==> config.mk <==
export PLATFORM = sky130hd
export DESIGN_NAME = dual_pid_with_cross_straightening_unit
export DESIGN_NICKNAME = d
export VERILOG_FILES = /design/src/sv/dpcs_pkg.sv /design/src/sv/dpcs_lane.sv /design/src/sv/dpcs_merge.sv /design/src/sv/dual_pid_with_cross_straightening_unit.sv
export SDC_FILE = /design/constraint.sdc
export NUM_CORES = 2
export LEC_CHECK = 0
export BUFFER_PORTS_ARGS = -buffer_cell sky130_fd_sc_hd__buf_2
export CORE_ASPECT_RATIO = 1.2
export CORE_MARGIN = 2
export CORE_UTILIZATION = 41
export CTS_BUF_LIST = sky130_fd_sc_hd__clkbuf_8
export CTS_CLUSTER_SIZE = 24
export DETAILED_ROUTE_END_ITERATION = 8
export SKIP_LAST_GASP = 1
export SYNTH_ARGS = -nofsm -noshare
export SYNTH_HDL_FRONTEND = slang
export SYNTH_HIERARCHICAL = 1
export SYNTH_SLANG_ARGS = --single-unit
export TNS_END_PERCENT = 5
==> constraint.sdc <==
create_clock -name aclk -period 11 [get_ports aclk]
set_input_delay 1.65 -clock aclk [delete_from_list [all_inputs] [get_ports aclk]]
set_output_delay 1.65 -clock aclk [all_outputs]
set_load 0.01 [all_outputs]
==> src/sv/dpcs_pkg.sv <==
// Shared types and constants for the dual PID controller with cross straightening.
// Used by dpcs_lane, dpcs_merge and the top level; depends on nothing else.
package dpcs_pkg;

    // Default sample width and gain fraction bits
    localparam int SAMPLE_BITS_DEF    = 12;
    localparam int GAIN_FRAC_BITS_DEF = 8;

    // Fixed register widths
    localparam int GAIN_W   = 12;
    localparam int OFFSET_W = 13;
    localparam int LIMIT_W  = 12;
    localparam int CFG_W    = 13;
    localparam int IDX_W    = 3;
    localparam int DRIVE_W  = 8;
    localparam int DRIVE_MAX = 127;

    // Register indexes
    localparam logic [IDX_W-1:0] REG_PROP_GAIN      = 3'd0;
    localparam logic [IDX_W-1:0] REG_INTEG_GAIN     = 3'd1;
    localparam logic [IDX_W-1:0] REG_DERIV_GAIN     = 3'd2;
    localparam logic [IDX_W-1:0] REG_STRAIGHT_GAIN  = 3'd3;
    localparam logic [IDX_W-1:0] REG_STRAIGHT_INV   = 3'd4;
    localparam logic [IDX_W-1:0] REG_SIDE_OFFSET    = 3'd5;
    localparam logic [IDX_W-1:0] REG_ERROR_WINDOW   = 3'd6;
    localparam logic [IDX_W-1:0] REG_INTEGRAL_LIMIT = 3'd7;

    // PID settings shared by both lanes
    typedef struct packed {
        logic [GAIN_W-1:0]  prop_gain;
        logic [GAIN_W-1:0]  integ_gain;
        logic [GAIN_W-1:0]  deriv_gain;
        logic [LIMIT_W-1:0] error_window;
        logic [LIMIT_W-1:0] integral_limit;
    } pid_cfg_t;

    // Straightening settings for the merge stage
    typedef struct packed {
        logic [GAIN_W-1:0]          straighten_gain;
        logic [GAIN_W-1:0]          straighten_inverse;
        logic signed [OFFSET_W-1:0] side_offset;
    } straight_cfg_t;

endpackage

==> src/sv/dpcs_lane.sv <==
// One PID lane: error, windowed and clamped accumulator, then three gain
// multiplies through one shared multiplier. Depends on dpcs_pkg.
module dpcs_lane
    import dpcs_pkg::*;
#(
    parameter int SAMPLE_BITS = SAMPLE_BITS_DEF,
    parameter int CUR_W       = SAMPLE_BITS + 17
) (
    input  logic                    aclk,
    input  logic                    aresetn,
    input  logic                    start,
    input  logic [SAMPLE_BITS-1:0]  target,
    input  logic [SAMPLE_BITS-1:0]  pot,
    input  pid_cfg_t                cfg,
    output logic                    done,
    output logic signed [CUR_W-1:0] cur
);

    localparam int ERR_W  = SAMPLE_BITS + 1;
    localparam int ACC_W  = LIMIT_W + 1;
    localparam int DIFF_W = SAMPLE_BITS + 2;
    localparam int SUM_W  = ((ERR_W > ACC_W) ? ERR_W : ACC_W) + 1;
    localparam int CMP_W  = (ERR_W > LIMIT_W) ? ERR_W : LIMIT_W;
    localparam int OPD_W  = (DIFF_W > ACC_W) ? DIFF_W : ACC_W;
    localparam int PROD_W = OPD_W + GAIN_W + 1;

    logic signed [ERR_W-1:0]  err;
    logic [ERR_W-1:0]         mag;
    logic                     in_win;
    logic signed [SUM_W-1:0]  sum;
    logic signed [SUM_W-1:0]  lim_s;
    logic signed [SUM_W-1:0]  clamped;

    logic signed [ERR_W-1:0]  err_reg;
    logic signed [ERR_W-1:0]  prev_reg;
    logic signed [ACC_W-1:0]  accum_reg, accum_next;
    logic signed [DIFF_W-1:0] diff_reg;
    logic                     busy_reg;
    logic [1:0]               step_reg;
    logic                     done_reg;
    logic signed [PROD_W-1:0] prod_reg, prod_next;
    logic signed [CUR_W-1:0]  cur_reg;
    logic [GAIN_W-1:0]        gain_sel;
    logic signed [OPD_W-1:0]  opd_sel;

    // Error, magnitude and window test
    assign err    = $signed({1'b0, target}) - $signed({1'b0, pot});
    assign mag    = err[ERR_W-1] ? ERR_W'(-err) : ERR_W'(err);
    assign in_win = (err != '0) && (CMP_W'(mag) < CMP_W'(cfg.error_window));

    // Accumulate and clamp to the limit
    assign sum   = SUM_W'(accum_reg) + SUM_W'(err);
    assign lim_s = $signed({{(SUM_W-LIMIT_W){1'b0}}, cfg.integral_limit});
    always_comb begin
        if (sum > lim_s) begin
            clamped = lim_s;
        end else if (sum < -lim_s) begin
            clamped = -lim_s;
        end else begin
            clamped = sum;
        end
        accum_next = in_win ? ACC_W'(clamped) : '0;
    end

    // Select gain and operand for the shared multiplier
    always_comb begin
        case (step_reg)
            2'd0: begin
                gain_sel = cfg.prop_gain;
                opd_sel  = OPD_W'(err_reg);
            end
            2'd1: begin
                gain_sel = cfg.integ_gain;
                opd_sel  = OPD_W'(accum_reg);
            end
            default: begin
                gain_sel = cfg.deriv_gain;
                opd_sel  = OPD_W'(diff_reg);
            end
        endcase
        prod_next = PROD_W'($signed({1'b0, gain_sel})) * PROD_W'(opd_sel);
    end

    // Sequence: load state, then three multiplies, each product summed in the cycle after it
    always_ff @(posedge aclk) begin
        if (!aresetn) begin
            accum_reg <= '0;
            prev_reg  <= '0;
            busy_reg  <= 1'b0;
            step_reg  <= '0;
            done_reg  <= 1'b0;
        end else begin
            done_reg <= 1'b0;
            if (start) begin
                accum_reg <= accum_next;
                prev_reg  <= err;
                busy_reg  <= 1'b1;
                step_reg  <= '0;
            end else if (busy_reg) begin
                step_reg <= step_reg + 2'd1;
                if (step_reg == 2'd3) begin
                    busy_reg <= 1'b0;
                    done_reg <= 1'b1;
                end
            end
        end
    end

    // Datapath registers
    always_ff @(posedge aclk) begin
        if (start) begin
            err_reg  <= err;
            diff_reg <= DIFF_W'(err) - DIFF_W'(prev_reg);
        end
        if (busy_reg) begin
            prod_reg <= prod_next;
            if (step_reg == 2'd1) begin
                cur_reg <= CUR_W'(prod_reg);
            end else if (step_reg != 2'd0) begin
                cur_reg <= cur_reg + CUR_W'(prod_reg);
            end
        end
    end

    assign done = done_reg;
    assign cur  = cur_reg;

endmodule

==> src/sv/dpcs_merge.sv <==
// Merge stage: compares the two samples, scales each lane by the straightening
// factor, truncates toward zero and saturates. Depends on dpcs_pkg.
module dpcs_merge
    import dpcs_pkg::*;
#(
    parameter int SAMPLE_BITS    = SAMPLE_BITS_DEF,
    parameter int GAIN_FRAC_BITS = GAIN_FRAC_BITS_DEF,
    parameter int CUR_W          = SAMPLE_BITS + 17
) (
    input  logic                      aclk,
    input  logic                      aresetn,
    input  logic                      start,
    input  logic signed [CUR_W-1:0]   cur_left,
    input  logic signed [CUR_W-1:0]   cur_right,
    input  logic [SAMPLE_BITS-1:0]    pot_left,
    input  logic [SAMPLE_BITS-1:0]    pot_right,
    input  straight_cfg_t             cfg,
    output logic                      done,
    output logic signed [DRIVE_W-1:0] drive_left,
    output logic signed [DRIVE_W-1:0] drive_right
);

    localparam int FACT_W = (GAIN_W > GAIN_FRAC_BITS + 1) ? GAIN_W : GAIN_FRAC_BITS + 1;
    localparam int FULL_W = CUR_W + FACT_W + 1;
    localparam int SIDE_W = ((SAMPLE_BITS + 1 > OFFSET_W) ? SAMPLE_BITS + 1 : OFFSET_W) + 1;
    localparam logic [FACT_W-1:0] ONE  = FACT_W'(1) << GAIN_FRAC_BITS;
    localparam logic [FULL_W-1:0] BIAS = (FULL_W'(1) << (2 * GAIN_FRAC_BITS)) - FULL_W'(1);

    logic signed [SIDE_W-1:0] side_l;
    logic signed [SIDE_W-1:0] side_r;
    logic [FACT_W-1:0]        fact_l, fact_r;
    logic signed [FULL_W-1:0] prod_l_reg, prod_r_reg;
    logic                     scaled_reg;
    logic                     done_reg;
    logic signed [DRIVE_W-1:0] drive_l_reg, drive_r_reg;

    // Pick factors from the side comparison
    assign side_l = SIDE_W'($signed({1'b0, pot_left})) - SIDE_W'(cfg.side_offset);
    assign side_r = SIDE_W'($signed({1'b0, pot_right}));
    always_comb begin
        if (side_r > side_l) begin
            fact_r = FACT_W'(cfg.straighten_inverse);
            fact_l = FACT_W'(cfg.straighten_gain);
        end else if (side_r < side_l) begin
            fact_r = FACT_W'(cfg.straighten_gain);
            fact_l = FACT_W'(cfg.straighten_inverse);
        end else begin
            fact_r = ONE;
            fact_l = ONE;
        end
    end

    // Truncate toward zero, then saturate
    function automatic logic signed [DRIVE_W-1:0] finish(input logic signed [FULL_W-1:0] p);
        logic signed [FULL_W-1:0] q;
        begin
            q = (p + (p[FULL_W-1] ? $signed(BIAS) : $signed(FULL_W'(0)))) >>> (2 * GAIN_FRAC_BITS);
            if (q > $signed(FULL_W'(DRIVE_MAX))) begin
                finish = DRIVE_W'(DRIVE_MAX);
            end else if (q < -$signed(FULL_W'(DRIVE_MAX))) begin
                finish = -DRIVE_W'(DRIVE_MAX);
            end else begin
                finish = DRIVE_W'(q);
            end
        end
    endfunction

    // Control: scale stage then finish stage
    always_ff @(posedge aclk) begin
        if (!aresetn) begin
            scaled_reg <= 1'b0;
            done_reg   <= 1'b0;
        end else begin
            scaled_reg <= start;
            done_reg   <= scaled_reg;
        end
    end

    // Datapath: one multiplier per lane, then truncation toward zero and clamp
    always_ff @(posedge aclk) begin
        if (start) begin
            prod_l_reg <= FULL_W'(cur_left) * FULL_W'($signed({1'b0, fact_l}));
            prod_r_reg <= FULL_W'(cur_right) * FULL_W'($signed({1'b0, fact_r}));
        end
        if (scaled_reg) begin
            drive_l_reg <= finish(prod_l_reg);
            drive_r_reg <= finish(prod_r_reg);
        end
    end

    assign done        = done_reg;
    assign drive_left  = drive_l_reg;
    assign drive_right = drive_r_reg;

endmodule

==> src/sv/dual_pid_with_cross_straightening_unit.sv <==
// Top level of the dual PID controller with cross straightening.
// Instantiates two dpcs_lane copies and dpcs_merge; depends on dpcs_pkg.
//
// Usage:
//   s_ channel: one word per control tick carrying pot_left, pot_right,
//   target_left and target_right. m_ channel: one word per tick carrying
//   drive_left and drive_right. cfg_we/cfg_index/cfg_wdata write the eight
//   settings registers; write them only while no tick is in flight.
// Data path and pacing:
//   A word accepted on s_ goes through both lanes, then the merge stage's
//   scale and finish stages, then the output register on m_tdata. Each lane
//   runs its three gain products through one shared multiplier. The next
//   word is taken only after the last result has moved to the output register.
// Reset:
//   aresetn (synchronous, active low) restores the default settings and
//   clears both accumulators and previous errors; no result is pending.
// Stall:
//   A finished result waits in the output register while m_tready is low;
//   a following result waits in the merge stage, and s_tready stays low until
//   it has moved into the output register.
module dual_pid_with_cross_straightening_unit
    import dpcs_pkg::*;
#(
    parameter int SAMPLE_BITS    = SAMPLE_BITS_DEF,
    parameter int GAIN_FRAC_BITS = GAIN_FRAC_BITS_DEF
) (
    input  logic                                 aclk,
    input  logic                                 aresetn,
    // pot_left, pot_right, target_left, target_right (lowest bits first)
    input  logic [((4*SAMPLE_BITS+7)/8)*8-1:0]   s_tdata,
    input  logic                                 s_tvalid,
    output logic                                 s_tready,
    // drive_left, drive_right (lowest bits first)
    output logic [2*DRIVE_W-1:0]                 m_tdata,
    output logic                                 m_tvalid,
    input  logic                                 m_tready,
    input  logic                                 cfg_we,
    input  logic [IDX_W-1:0]                     cfg_index,
    input  logic [CFG_W-1:0]                     cfg_wdata
);

    localparam int SB    = SAMPLE_BITS;
    localparam int CUR_W = SB + 2 + GAIN_W + 1 + 2 + ((LIMIT_W + 1 > SB + 2) ? LIMIT_W - SB - 1 : 0);

    localparam logic [1:0] ST_IDLE  = 2'd0;
    localparam logic [1:0] ST_LANE  = 2'd1;
    localparam logic [1:0] ST_MERGE = 2'd2;
    localparam logic [1:0] ST_HOLD  = 2'd3;

    logic [1:0]  state_reg, state_next;
    pid_cfg_t      pid_cfg_reg;
    straight_cfg_t str_cfg_reg;
    logic [SB-1:0] pot_l_reg, pot_r_reg;
    logic          accept;
    logic          lane_done_l, lane_done_r;
    logic signed [CUR_W-1:0] cur_l, cur_r;
    logic          merge_done;
    logic signed [DRIVE_W-1:0] drv_l, drv_r;
    logic [2*DRIVE_W-1:0] out_data_reg;
    logic          out_valid_reg;
    logic          out_free;
    logic          out_load;

    assign s_tready = (state_reg == ST_IDLE);
    assign accept   = s_tvalid && s_tready;
    assign out_free = !out_valid_reg || m_tready;

    // Settings registers
    always_ff @(posedge aclk) begin
        if (!aresetn) begin
            pid_cfg_reg.prop_gain          <= GAIN_W'(333);
            pid_cfg_reg.integ_gain         <= GAIN_W'(26);
            pid_cfg_reg.deriv_gain         <= GAIN_W'(51);
            pid_cfg_reg.error_window       <= LIMIT_W'(1000);
            pid_cfg_reg.integral_limit     <= LIMIT_W'(500);
            str_cfg_reg.straighten_gain    <= GAIN_W'(256);
            str_cfg_reg.straighten_inverse <= GAIN_W'(256);
            str_cfg_reg.side_offset        <= OFFSET_W'(200);
        end else if (cfg_we) begin
            case (cfg_index)
                REG_PROP_GAIN:      pid_cfg_reg.prop_gain <= cfg_wdata[GAIN_W-1:0];
                REG_INTEG_GAIN:     pid_cfg_reg.integ_gain <= cfg_wdata[GAIN_W-1:0];
                REG_DERIV_GAIN:     pid_cfg_reg.deriv_gain <= cfg_wdata[GAIN_W-1:0];
                REG_STRAIGHT_GAIN:  str_cfg_reg.straighten_gain <= cfg_wdata[GAIN_W-1:0];
                REG_STRAIGHT_INV:   str_cfg_reg.straighten_inverse <= cfg_wdata[GAIN_W-1:0];
                REG_SIDE_OFFSET:    str_cfg_reg.side_offset <= $signed(cfg_wdata[OFFSET_W-1:0]);
                REG_ERROR_WINDOW:   pid_cfg_reg.error_window <= cfg_wdata[LIMIT_W-1:0];
                REG_INTEGRAL_LIMIT: pid_cfg_reg.integral_limit <= cfg_wdata[LIMIT_W-1:0];
                default: ;
            endcase
        end
    end

    // Hold the samples for the side comparison
    always_ff @(posedge aclk) begin
        if (accept) begin
            pot_l_reg <= s_tdata[SB-1:0];
            pot_r_reg <= s_tdata[2*SB-1:SB];
        end
    end

    dpcs_lane #(
        .SAMPLE_BITS (SAMPLE_BITS),
        .CUR_W       (CUR_W)
    ) u_lane_left (
        .aclk    (aclk),
        .aresetn (aresetn),
        .start   (accept),
        .target  (s_tdata[3*SB-1:2*SB]),
        .pot     (s_tdata[SB-1:0]),
        .cfg     (pid_cfg_reg),
        .done    (lane_done_l),
        .cur     (cur_l)
    );

    dpcs_lane #(
        .SAMPLE_BITS (SAMPLE_BITS),
        .CUR_W       (CUR_W)
    ) u_lane_right (
        .aclk    (aclk),
        .aresetn (aresetn),
        .start   (accept),
        .target  (s_tdata[4*SB-1:3*SB]),
        .pot     (s_tdata[2*SB-1:SB]),
        .cfg     (pid_cfg_reg),
        .done    (lane_done_r),
        .cur     (cur_r)
    );

    dpcs_merge #(
        .SAMPLE_BITS    (SAMPLE_BITS),
        .GAIN_FRAC_BITS (GAIN_FRAC_BITS),
        .CUR_W          (CUR_W)
    ) u_merge (
        .aclk        (aclk),
        .aresetn     (aresetn),
        .start       (state_reg == ST_LANE && lane_done_l && lane_done_r),
        .cur_left    (cur_l),
        .cur_right   (cur_r),
        .pot_left    (pot_l_reg),
        .pot_right   (pot_r_reg),
        .cfg         (str_cfg_reg),
        .done        (merge_done),
        .drive_left  (drv_l),
        .drive_right (drv_r)
    );

    // Sequence one tick through lanes, merge and output
    always_comb begin
        state_next = state_reg;
        out_load   = 1'b0;
        case (state_reg)
            ST_IDLE: begin
                if (accept) state_next = ST_LANE;
            end
            ST_LANE: begin
                if (lane_done_l && lane_done_r) state_next = ST_MERGE;
            end
            ST_MERGE: begin
                if (merge_done) begin
                    if (out_free) begin
                        out_load   = 1'b1;
                        state_next = ST_IDLE;
                    end else begin
                        state_next = ST_HOLD;
                    end
                end
            end
            ST_HOLD: begin
                if (out_free) begin
                    out_load   = 1'b1;
                    state_next = ST_IDLE;
                end
            end
            default: state_next = ST_IDLE;
        endcase
    end

    always_ff @(posedge aclk) begin
        if (!aresetn) begin
            state_reg     <= ST_IDLE;
            out_valid_reg <= 1'b0;
        end else begin
            state_reg <= state_next;
            if (out_load) begin
                out_valid_reg <= 1'b1;
            end else if (m_tready) begin
                out_valid_reg <= 1'b0;
            end
        end
    end

    // Output word register
    always_ff @(posedge aclk) begin
        if (out_load) begin
            out_data_reg <= {drv_r, drv_l};
        end
    end

    assign m_tdata  = out_data_reg;
    assign m_tvalid = out_valid_reg;

endmodule
==> results.yml <==
synth:
  synth_mux_area_frac: 0.00913
  synthFlopType: "edfxtp_1"
  async_flop_share: 0
  synth_fa_ha_area_frac: 0.383
  netlist_area_mm2: 0.0681
  synth_top_family_by_area: "adder cells"
  synth-compound-area-share: 0.179
  synth_seq_cells: 468
  synth-edff-count: 306
  synth_seq_area_share: 0.182
  synth_xor_area_frac: 0.0377
  yosysWarnings: 6
  synth-simple-area-share: 0.107
  syn_nets: 9147
  syn_inst: 7555
  yosysUniqueCellTypes: 108
  synth.avg_cell_area_um2: 9.02
final_layout:
  syn_to_final_growth_pct: 6.44
  largest_reg_flops: 60
  layout-drive-gt1-share: 0.0608
  stdcell_count: 9684
  num-fill-cells: 16100
  nets: 9059
  postLayoutCellArea_mm2: 0.0725
sta:
  whs_ns: 0.390
  finalHoldViolCount: 0
  worst_slew_pin_slew_ns: 1.26
  period_needed_ns: 10.26
  fin_ws_ns: 0.742
  fmax_mhz: 97.5
  maxSlewViolCount: 0
  rsz0062_at_grt: "false"
  fin_skew_ns: 0.0906
  finalSetupViolCount: 0
  finalCritPeriodShare: 0.933
  finalSetupTns_ns: 0
  relSlewSlack: 0.156
place:
  placed_cell_area_mm2: 0.0707
  placed_cells: 9523
  globalplace.congestion: 0.899
  io_buffer_count: 86
  dp_hpwl_um: 143000
  preCtsSetupSlack_ns: 0.890
clock_tree:
  clkLatencyLatePin_ns: 0.81
  postCtsSetupRepairBufs: 0
  h-tree-depth: 3
  cts_tree: "done"
  numCtsBuffers: 87
  clk_path_buf_depth: 3
  clkSinkCount: 468
  cts_resized: 0
  cts.hold.buffers_added: 0
  cts_root_buf: "clkbuf_8"
  clk_pin_slew_worst_paths_ns: 0.06
die:
  initial_core_util: 0.413
  fp.dieH_um: 451
  boundaryPins: 87
  core_mm2: 0.165
  rows: 163
  die_area_mm2: 0.169
  dieWidth_um: 376
critical_path:
  start_kind: "flip-flop"
  cp_slowest_cell: "mux2i_2"
  critPathTopFamily: "compound AO/OA/AOI/OAI gates"
  critPathMaxFanout: 22
  arrival_ns: 10.82
  reg2reg_setup_slack_ns: 0.74
  cp.required_ns: 11.56
  crit_type: "reg -> reg"
  critPathBufInv: 5
  critPathMaxStageDelay_ns: 0.94
  worstSetupEndpointType: "flip-flop"
power_and_ir_drop:
  power.leakage_nw: 33.7
  ir_drop_mv: 0.272
  powerDensity_mw_per_mm2: 229
routing:
  drc_errors: 0
  viasPerCell: 5.37
  drt_first_pass_iters: 7
  via_count: 52000
  ant_nets: 0
  first_iter_violations: 3210
  wl_per_cell_um: 18.2
  finalWirelength_um: 176000
grt:
  grt_max_degree: 97
  grt_util_all_layers: 0.209
  grt_pass1_vias: 54400
  grt_pass1_wl_um: 288000
  gr-total-overflow: 0
  antenna_found_initial: 13
job:
  cap_violations: 0
status:
  status: "complete, no violations"
worst_hold_path:
  hp-class: "reg -> reg"
[metrics by stage]
| step | utilization | power (mW) |
|---|---|---|
| 4_1_cts | 0.440 | 16.8 |
| 2_1_floorplan | - | 12.0 |
| 3_3_place_gp | 0.429 | 14.6 |
| 3_5_place_dp | 0.429 | 14.9 |
| 5_1_grt | 0.440 | 18.5 |
| 6_report | 0.440 | 16.6 |
[worst register-to-register path: cells and delay by family (launching register included)]
kind	cells	cell delay (ns)
AOI/OAI and AO/OA	15	4.17
xor gates and xnor gates	2	0.23
adders and majority gates	8	3.09
buffers and inverters	5	0.50
DFF	1	0.38
muxes	1	0.95
and+or+nand+nor	6	0.74
[cells in the mapped netlist, types with 28 or more instances]
library cell     n  area [um^2]
nand4_1         36          225
a21oi_1        281         1410
a21boi_1        93          698
clkbuf_1       277         1040
buf_2           56          280
inv_1         1463         5490
o21ai_0        463         2320
nand2b_1        56          350
dfxtp_1        162         3240
and3_1          39          244
nor2_1         402         1510
o21ai_1         67          335
nand2_1        632         2370
nor3_1          46          230
xnor2_1        206         1800
o21a_1         121          908
edfxtp_1       306         9190
nand3_1        120          601
xor2_1          80          701
ha_1           582         7280
o211a_1         28          280
o211ai_1        68          510
a22o_1          55          482
mux2i_1         43          430
a21o_1         129          968
nor2b_1         60          375
a31oi_1         31          194
fa_1           941        18800
a21boi_0       276         2070
[path summary, 6_finish.rpt]
| path | startpoint | endpoint | cells past startpoint |
|---|---|---|---|
| max reg2reg | str_cfg_reg[1] | u_merge/prod_l_reg[35] | 37 |
| max | str_cfg_reg[1] | u_merge/prod_l_reg[35] | 37 |
| min reg2reg | u_merge/drive_right[2] | m_tdata[10] | 0 |
| min | u_merge/drive_right[2] | m_tdata[10] | 0 |
[placed cells by master (no fill, tap or decap), drive strengths merged, types with 208 or more instances in the layout]
master  count
inv      1501
fa        941
nand2     632
ha        582
o21ai     535
nor2      402
a21boi    372
edfxtp    306
a21oi     282
xnor2     208
[layout make-up]
type / count / area [um^2] / share of cell area
sequential: 468 / 12400 / 0.171
multi-input combinational: 5273 / 49000 / 0.675
timing repair buffer: 172 / 1090 / 0.0150
clock inverter: 63 / 520 / 0.00718
clock buffer: 97 / 1340 / 0.0184
antenna: 1 / 2.50 / 0.0000345
tap: 2145 / 2680 / 0.0370
inverter: 1465 / 5500 / 0.0758
[power by group]
part	switching [mW]	leakage, nW	internal (mW)
clock	0.827	1.05	1.00
combinational	6.95	28.5	4.98
sequential	0.167	4.13	2.69
[cell families after synthesis]
logic type,Yosys count
compound gates,1836
buf+inv,1814
simple gates,1564
fa+ha+maj,1523
flops,468
xor+xnor,290
mux,60
[routing by layer]
layer	routed length, um	global-route usage
met3	8570	0.0256
met5	39	0
met1	76600	0.269
met2	85200	0.360
met4	5780	0.0761
No activity file was read; power rests on OpenSTA's default activity.
